File: src/rtl/fqs_pkg.sv
package fqs_pkg;

    // Request codes
    localparam logic [1:0] REQ_ENQ    = 2'd0;
    localparam logic [1:0] REQ_DEQ    = 2'd1;
    localparam logic [1:0] REQ_SEARCH = 2'd2;
    localparam logic [1:0] REQ_CLEAR  = 2'd3;

    // Status codes
    localparam logic [1:0] ST_OK    = 2'd0;
    localparam logic [1:0] ST_EMPTY = 2'd1;
    localparam logic [1:0] ST_FULL  = 2'd2;

    localparam int DATA_W = 8;
    localparam int POS_W  = 6;

    typedef struct packed {
        logic [1:0]        req_type;
        logic [DATA_W-1:0] item;
    } in_t;

    typedef struct packed {
        logic [DATA_W-1:0] value_out;
        logic [POS_W-1:0]  position;
        logic              found;
        logic [1:0]        status;
        logic              last;
    } out_t;

endpackage

File: src/rtl/fifo_queue_with_search.sv
// Byte FIFO of DEPTH entries in a ring store with a search by value. One
// request is taken at a time; in_ready is low while it runs. Enqueue and
// dequeue answer from the execute state. Search walks from the newest
// entry toward the oldest through one registered memory read port and one
// byte comparator, a read state and a compare state per entry, and stops
// at the first hit (position 0 is the newest entry). Clear emits every
// entry, oldest first, with last set on the final one; on an empty queue
// it gives one result with status empty. A result sits in the output
// register while the next request is already accepted.
module fifo_queue_with_search
    import fqs_pkg::*;
#(
    parameter int DEPTH = 16
)
(
    input  logic clk,
    input  logic rst_n,
    input  logic in_valid,
    output logic in_ready,
    input  in_t  in_data,
    output logic out_valid,
    input  logic out_ready,
    output out_t out_data
);

    localparam int IDX_W = $clog2(DEPTH);

    logic              res_valid;
    logic              res_ready;
    out_t              res;
    logic              mem_wr_en;
    logic [IDX_W-1:0]  mem_wr_addr;
    logic [DATA_W-1:0] mem_wr_data;
    logic [IDX_W-1:0]  mem_rd_addr;
    logic [DATA_W-1:0] mem_rd_data;

    logic out_valid_reg, out_valid_next;
    out_t out_data_reg, out_data_next;

    fqs_ctrl #(.DEPTH(DEPTH)) u_ctrl (
        .clk         (clk),
        .rst_n       (rst_n),
        .in_valid    (in_valid),
        .in_ready    (in_ready),
        .in_data     (in_data),
        .res_valid   (res_valid),
        .res_ready   (res_ready),
        .res         (res),
        .mem_wr_en   (mem_wr_en),
        .mem_wr_addr (mem_wr_addr),
        .mem_wr_data (mem_wr_data),
        .mem_rd_addr (mem_rd_addr),
        .mem_rd_data (mem_rd_data)
    );

    fqs_mem #(.DEPTH(DEPTH)) u_mem (
        .clk     (clk),
        .wr_en   (mem_wr_en),
        .wr_addr (mem_wr_addr),
        .wr_data (mem_wr_data),
        .rd_addr (mem_rd_addr),
        .rd_data (mem_rd_data)
    );

    // Output register
    assign res_ready = !out_valid_reg || out_ready;

    always_comb
    begin
        out_valid_next = out_valid_reg;
        out_data_next  = out_data_reg;
        if (res_valid && res_ready)
        begin
            out_valid_next = 1'b1;
            out_data_next  = res;
        end
        else if (out_ready)
        begin
            out_valid_next = 1'b0;
        end
    end

    always_ff @(posedge clk or negedge rst_n)
    begin
        if (!rst_n)
        begin
            out_valid_reg <= 1'b0;
        end
        else
        begin
            out_valid_reg <= out_valid_next;
        end
    end

    always_ff @(posedge clk)
    begin
        out_data_reg <= out_data_next;
    end

    assign out_valid = out_valid_reg;
    assign out_data  = out_data_reg;

    // A stalled internal result must hold until the output register takes it
    a_res_hold: assert property (@(posedge clk) disable iff (!rst_n)
        res_valid && !res_ready |=> res_valid && $stable(res))
        else $error("internal result changed while stalled");

    // Accepting a request makes the block busy on the next cycle
    a_busy_after_accept: assert property (@(posedge clk) disable iff (!rst_n)
        in_valid && in_ready |=> !in_ready)
        else $error("ready did not drop after accepting a request");

    // No result is produced while idle
    a_idle_no_result: assert property (@(posedge clk) disable iff (!rst_n)
        in_ready |-> !res_valid)
        else $error("result produced while idle");

    // A search hit carries status ok, no data and closes the transaction
    a_hit_fields: assert property (@(posedge clk) disable iff (!rst_n)
        res_valid && res.found |-> res.status == ST_OK && res.value_out == '0 && res.last)
        else $error("malformed search hit result");

endmodule

File: src/rtl/fqs_mem.sv
module fqs_mem
    import fqs_pkg::*;
#(
    parameter int DEPTH = 16,
    localparam int IDX_W = $clog2(DEPTH)
)
(
    input  logic              clk,
    input  logic              wr_en,
    input  logic [IDX_W-1:0]  wr_addr,
    input  logic [DATA_W-1:0] wr_data,
    input  logic [IDX_W-1:0]  rd_addr,
    output logic [DATA_W-1:0] rd_data
);

    logic [DATA_W-1:0] mem [DEPTH];
    logic [DATA_W-1:0] rd_data_reg;

    // Ring store write port
    always_ff @(posedge clk)
    begin
        if (wr_en)
        begin
            mem[wr_addr] <= wr_data;
        end
    end

    // Registered read port, reads every cycle
    always_ff @(posedge clk)
    begin
        rd_data_reg <= mem[rd_addr];
    end

    assign rd_data = rd_data_reg;

endmodule

File: src/rtl/fqs_ctrl.sv
module fqs_ctrl
    import fqs_pkg::*;
#(
    parameter int DEPTH = 16,
    localparam int IDX_W = $clog2(DEPTH),
    localparam int CNT_W = $clog2(DEPTH + 1)
)
(
    input  logic              clk,
    input  logic              rst_n,
    input  logic              in_valid,
    output logic              in_ready,
    input  in_t               in_data,
    output logic              res_valid,
    input  logic              res_ready,
    output out_t              res,
    output logic              mem_wr_en,
    output logic [IDX_W-1:0]  mem_wr_addr,
    output logic [DATA_W-1:0] mem_wr_data,
    output logic [IDX_W-1:0]  mem_rd_addr,
    input  logic [DATA_W-1:0] mem_rd_data
);

    localparam logic [2:0] S_IDLE = 3'd0;
    localparam logic [2:0] S_EXEC = 3'd1;
    localparam logic [2:0] S_SRD  = 3'd2;
    localparam logic [2:0] S_CMP  = 3'd3;
    localparam logic [2:0] S_DRD  = 3'd4;
    localparam logic [2:0] S_DOUT = 3'd5;

    localparam logic [IDX_W-1:0] IDX_TOP = IDX_W'(DEPTH - 1);
    localparam logic [CNT_W-1:0] CNT_MAX = CNT_W'(DEPTH);

    logic [2:0]        state_reg, state_next;
    logic [IDX_W-1:0]  oldest_reg, oldest_next;
    logic [IDX_W-1:0]  tail_reg, tail_next;
    logic [CNT_W-1:0]  count_reg, count_next;
    logic [IDX_W-1:0]  ptr_reg, ptr_next;
    logic [CNT_W-1:0]  idx_reg, idx_next;
    logic [1:0]        req_reg, req_next;
    logic [DATA_W-1:0] item_reg, item_next;

    logic             is_empty;
    logic             is_full;
    logic             hit;
    logic             last_step;
    logic [IDX_W-1:0] ptr_inc;
    logic [IDX_W-1:0] ptr_dec;
    logic [IDX_W-1:0] oldest_inc;
    logic [IDX_W-1:0] tail_inc;
    logic [IDX_W-1:0] tail_dec;

    // Ring pointer arithmetic with wrap at DEPTH
    assign ptr_inc    = (ptr_reg == IDX_TOP) ? '0 : ptr_reg + IDX_W'(1);
    assign ptr_dec    = (ptr_reg == '0) ? IDX_TOP : ptr_reg - IDX_W'(1);
    assign oldest_inc = (oldest_reg == IDX_TOP) ? '0 : oldest_reg + IDX_W'(1);
    assign tail_inc   = (tail_reg == IDX_TOP) ? '0 : tail_reg + IDX_W'(1);
    assign tail_dec   = (tail_reg == '0) ? IDX_TOP : tail_reg - IDX_W'(1);

    assign is_empty  = (count_reg == '0);
    assign is_full   = (count_reg == CNT_MAX);
    // The search comparator and the step-end check shared by search and clear
    assign hit       = (mem_rd_data == item_reg);
    assign last_step = ((idx_reg + CNT_W'(1)) == count_reg);

    assign in_ready    = (state_reg == S_IDLE);
    assign mem_rd_addr = (state_reg == S_IDLE || state_reg == S_EXEC) ? oldest_reg : ptr_reg;
    assign mem_wr_addr = tail_reg;
    assign mem_wr_data = item_reg;

    // Sequencer
    always_comb
    begin
        state_next  = state_reg;
        oldest_next = oldest_reg;
        tail_next   = tail_reg;
        count_next  = count_reg;
        ptr_next    = ptr_reg;
        idx_next    = idx_reg;
        req_next    = req_reg;
        item_next   = item_reg;
        res_valid   = 1'b0;
        res         = '0;
        mem_wr_en   = 1'b0;

        unique case (state_reg)
            S_IDLE:
            begin
                if (in_valid)
                begin
                    req_next   = in_data.req_type;
                    item_next  = in_data.item;
                    state_next = S_EXEC;
                end
            end

            S_EXEC:
            begin
                unique case (req_reg)
                    REQ_ENQ:
                    begin
                        res_valid  = 1'b1;
                        res.status = is_full ? ST_FULL : ST_OK;
                        res.last   = 1'b1;
                        if (res_ready)
                        begin
                            if (!is_full)
                            begin
                                mem_wr_en  = 1'b1;
                                tail_next  = tail_inc;
                                count_next = count_reg + CNT_W'(1);
                            end
                            state_next = S_IDLE;
                        end
                    end

                    REQ_DEQ:
                    begin
                        res_valid     = 1'b1;
                        res.status    = is_empty ? ST_EMPTY : ST_OK;
                        res.value_out = is_empty ? '0 : mem_rd_data;
                        res.last      = 1'b1;
                        if (res_ready)
                        begin
                            if (!is_empty)
                            begin
                                oldest_next = oldest_inc;
                                count_next  = count_reg - CNT_W'(1);
                            end
                            state_next = S_IDLE;
                        end
                    end

                    REQ_SEARCH:
                    begin
                        if (is_empty)
                        begin
                            res_valid  = 1'b1;
                            res.status = ST_EMPTY;
                            res.last   = 1'b1;
                            if (res_ready)
                            begin
                                state_next = S_IDLE;
                            end
                        end
                        else
                        begin
                            // scan starts at the newest entry
                            ptr_next   = tail_dec;
                            idx_next   = '0;
                            state_next = S_SRD;
                        end
                    end

                    REQ_CLEAR:
                    begin
                        if (is_empty)
                        begin
                            res_valid  = 1'b1;
                            res.status = ST_EMPTY;
                            res.last   = 1'b1;
                            if (res_ready)
                            begin
                                oldest_next = '0;
                                tail_next   = '0;
                                state_next  = S_IDLE;
                            end
                        end
                        else
                        begin
                            ptr_next   = oldest_reg;
                            idx_next   = '0;
                            state_next = S_DRD;
                        end
                    end

                    default:
                    begin
                        state_next = S_IDLE;
                    end
                endcase
            end

            S_SRD:
            begin
                state_next = S_CMP;
            end

            S_CMP:
            begin
                if (hit || last_step)
                begin
                    res_valid    = 1'b1;
                    res.found    = hit;
                    res.position = hit ? POS_W'(idx_reg) : '0;
                    res.status   = ST_OK;
                    res.last     = 1'b1;
                    if (res_ready)
                    begin
                        state_next = S_IDLE;
                    end
                end
                else
                begin
                    ptr_next   = ptr_dec;
                    idx_next   = idx_reg + CNT_W'(1);
                    state_next = S_SRD;
                end
            end

            S_DRD:
            begin
                state_next = S_DOUT;
            end

            S_DOUT:
            begin
                res_valid     = 1'b1;
                res.value_out = mem_rd_data;
                res.status    = ST_OK;
                res.last      = last_step;
                if (res_ready)
                begin
                    if (last_step)
                    begin
                        count_next  = '0;
                        oldest_next = '0;
                        tail_next   = '0;
                        state_next  = S_IDLE;
                    end
                    else
                    begin
                        ptr_next   = ptr_inc;
                        idx_next   = idx_reg + CNT_W'(1);
                        state_next = S_DRD;
                    end
                end
            end

            default:
            begin
                state_next = S_IDLE;
            end
        endcase
    end

    // Control state
    always_ff @(posedge clk or negedge rst_n)
    begin
        if (!rst_n)
        begin
            state_reg  <= S_IDLE;
            oldest_reg <= '0;
            tail_reg   <= '0;
            count_reg  <= '0;
        end
        else
        begin
            state_reg  <= state_next;
            oldest_reg <= oldest_next;
            tail_reg   <= tail_next;
            count_reg  <= count_next;
        end
    end

    // Working registers of the current transaction
    always_ff @(posedge clk)
    begin
        ptr_reg  <= ptr_next;
        idx_reg  <= idx_next;
        req_reg  <= req_next;
        item_reg <= item_next;
    end

endmodule

File: config.mk
export PLATFORM = sky130hd
export DESIGN_NAME = fifo_queue_with_search
export DESIGN_NICKNAME = d
export VERILOG_FILES = /design/src/rtl/fqs_pkg.sv /design/src/rtl/fifo_queue_with_search.sv /design/src/rtl/fqs_mem.sv /design/src/rtl/fqs_ctrl.sv
export SDC_FILE = /design/constraint.sdc
export NUM_CORES = 1
export LEC_CHECK = 0
export ABC_AREA = 1
export BUFFER_PORTS_ARGS = -buffer_cell sky130_fd_sc_hd__buf_2
export CORE_MARGIN = 3
export CORE_UTILIZATION = 30
export CTS_CLUSTER_DIAMETER = 200
export DETAILED_ROUTE_END_ITERATION = 6
export PLACE_DENSITY = 0.53
export SYNTH_ARGS = -nofsm -noshare
export SYNTH_HDL_FRONTEND = slang
export SYNTH_HIERARCHICAL = 1
export SYNTH_SLANG_ARGS = --single-unit
export TNS_END_PERCENT = 30
File: constraint.sdc
create_clock -name clk -period 8.3 [get_ports clk]
set_input_delay 0.83 -clock clk [delete_from_list [all_inputs] [get_ports clk]]
set_output_delay 0.83 -clock clk [all_outputs]
set_load 0.1 [all_outputs]
==> reports/metrics.yaml <==
status:
  status: "complete, no violations"
synth:
  ys_top_cells_by_count: "239 x nand2_1, 165 x edfxtp_1, 147 x inv_1"
  ys_seq_area_share_pct: 61.8
  syn_area_mm2: 0.00897
  yosysTopAreaCell: "edfxtp_1"
  yosysMostFrequentCell: "nand2_1"
  avgSynthCellArea_um2: 9.89
  synth_top_area_share_pct: 55.2
  ys.flop_type: "edfxtp_1"
  synth-edff-count: 165
  synth_nets: 932
  synth_top_cells_by_area: "edfxtp_1 55%, nand2_1 10%, nand3_1 6.9%"
  ys_seq_elements: 190
  synthDistinctLibCells: 44
  syn-instance-count: 907
  ys.warnings.count: 6
  async_reset_ff_share_pct: 8.95
floorplan:
  num_rows: 62
  fp.dieArea_mm2: 0.0320
  ios: 34
  coreArea_mm2: 0.0291
  die_w_um: 179
  die_height_um: 179
  initial_core_util_pct: 30.8
sta:
  finalCritPeriodShare_pct: 37.0
  hold_viol: 0
  rsz0062_at_grt: "false"
  worst_pin_slew_ps: 1120
  fin_crit_ps: 3070
  tns_ps: 0
  timing.fmax_mhz: 325
  slew_viol_final: 0
  slew_headroom_pct: 25.3
  fin_hold_ws_ps: 320
  setup-violations-final: 0
  fin_skew_ps: 10.8
setup_path:
  crit_path_end_kind: "register"
  crit_path_max_fanout: 65
  arrival_ps: 3450
  start_kind: "register"
  cp.required_ps: 8670
  reg2reg_from: "u_ctrl/state_reg[2]"
  reg2reg_depth: 10
  ff2ff_setup_slack_ps: 5230
  crit_type: "register to register"
  r2r_end: "u_mem/rd_data[7]"
clock_network:
  numCtsBuffers: 17
  numClockSinks: 190
  root_buffer: "clkbuf_16"
  cts_tree: "built"
  clk_latency_ps: 430
  ctsHoldBuffers: 0
  post_cts_buffers: 0
  ctsHtreeMaxLevel: 4
  clockBufferDepth: 2
  clk_pin_slew_worst_paths_ps: 70
  ctsResizeCount: 0
grt:
  antenna_found_initial: 0
  grt_pass1_vias: 5852
  grt_pass1_wl_mm: 32.8
  grt_overflow: 0
  grt_max_degree: 66
  grt_usage_pct: 13.6
routing:
  drt-initial-drc-count: 611
  dr_wl_met2_mm: 9.60
  dr.max_layer_used: "met4"
  wl_per_cell_um: 15.6
  postRouteAntennaNets: 0
  routed_wl_mm: 20.8
  first_pass_iters: 5
  route.met3.wl_um: 924
  vias: 6103
  drt-met1-wl_mm: 9.99
  remaining_drc_errors: 0
  vias_per_cell: 4.57
power:
  power_frac_seq_pct: 35.4
  internal_power_w: 0.00216
  vdd_drop_max_v: 0.000215
  comb_power_share_pct: 44.9
  power.switching_w: 0.00180
  p_per_area_mw_per_mm2: 394
  swShare_pct: 45.5
  power_frac_clock_pct: 19.7
  p_leak_nw: 4.25
flow_run:
  cap_violations: 0
placement:
  post-dp-hpwl_mm: 13.7
  dp.cells: 1303
  numPortBuffers: 33
  place_area_mm2: 0.00949
  gp_routability_congestion: 0.812
layout:
  nNetsFinal: 963
  largest_reg_flops: 128
  n_antenna_cell: 0
  design_area_mm2: 0.0101
  instances_no_fill: 1335
  area_growth_pct: 12.1
  drive_above_1_share_pct: 12.3
min_path:
  hp-class: "input pin to asynchronous set/reset pin"
-- per-stage QoR --
step	worst slack (ps)	power [W]	utilization, %
floorplan	5480	0.00280	-
global placement	5250	0.00320	32.6
detailed placement	5220	0.00321	32.6
CTS	5170	0.00400	34.6
global route	5000	0.00425	34.6
finish	5230	0.00396	34.6
-- worst max-delay path, stage by stage (launching register included) --
cell	delay [ps]
dfrtp_1	490
nor2_4	320
nand2_1	160
o21ai_4	80
buf_4	570
inv_2	630
nand2_1	190
nand3_1	130
nand3_1	200
nand3_1	140
nand2_1	90
-- cell type report --
cell class | instances | area, um2
Tap cell | 384 | 480
Clock buffer | 23 | 489
Clock inverter | 9 | 70.1
Fill cell | 2917 | 19000
Timing Repair Buffer | 39 | 210
Sequential cell | 190 | 5540
Inverter | 158 | 593
Multi-Input combinational cell | 532 | 2670
-- cells by family (layout without fill, tap and decap cells) --
family / count (synthesis) / count (layout) / synth area share, %
other: 1 / 1 / 0.0418
and+or+nand+nor: 455 / 455 / 23.0
adders and majority gates: 11 / 11 / 1.62
DFF: 190 / 190 / 61.8
xor gates and xnor gates: 14 / 14 / 1.37
buffers and inverters: 185 / 229 / 8.69
AOI/OAI and AO/OA: 51 / 51 / 3.57
-- per-layer routing --
layer  track usage (%)  up-vias
met4              4.12        0
met1              19.1     2919
met5                 0        -
met2              21.0      151
li1                  -     3012
met3              2.84       21
-- worst max path at each step --
stage	cells past startpoint	endpoint	slack (ps)	start
after global placement	10	u_mem/rd_data[6]	5250	u_ctrl/state_reg[2]
after global routing	11	u_mem/rd_data[1]	5000	u_ctrl/state_reg[2]
after floorplan	10	out_data[0]	5480	u_ctrl/idx_reg[0]
after CTS	10	u_mem/rd_data[6]	5170	u_ctrl/state_reg[2]
after detailed placement	10	u_mem/rd_data[6]	5220	u_ctrl/state_reg[2]
final	10	u_mem/rd_data[7]	5230	u_ctrl/state_reg[2]
-- cells in the final DEF, fill, tap and decap left out, drive strengths merged, types with 2 or more instances in the layout --
master,instances
nand2,247
edfxtp,165
inv,165
nand3,132
nor2,62
buf,39
o21ai,25
clkbuf,23
dfrtp,17
a21oi,12
xnor2,10
ha,10
dfxtp,8
nand4,6
o211ai,4
xor2,4
or2,3
o221ai,2
a31oi,2
o22ai,2
clkinv,2
nor3,2
-- power by group through the flow --
stage	sequential, W	clock [W]	combinational, W
after global routing	0.00143	0.000844	0.00198
after detailed placement	0.00143	0	0.00178
after global placement	0.00143	0	0.00178
final	0.00140	0.000780	0.00178
after CTS	0.00141	0.000803	0.00179
after floorplan	0.00157	0	0.00123
Power figures use the tool's default switching activity.
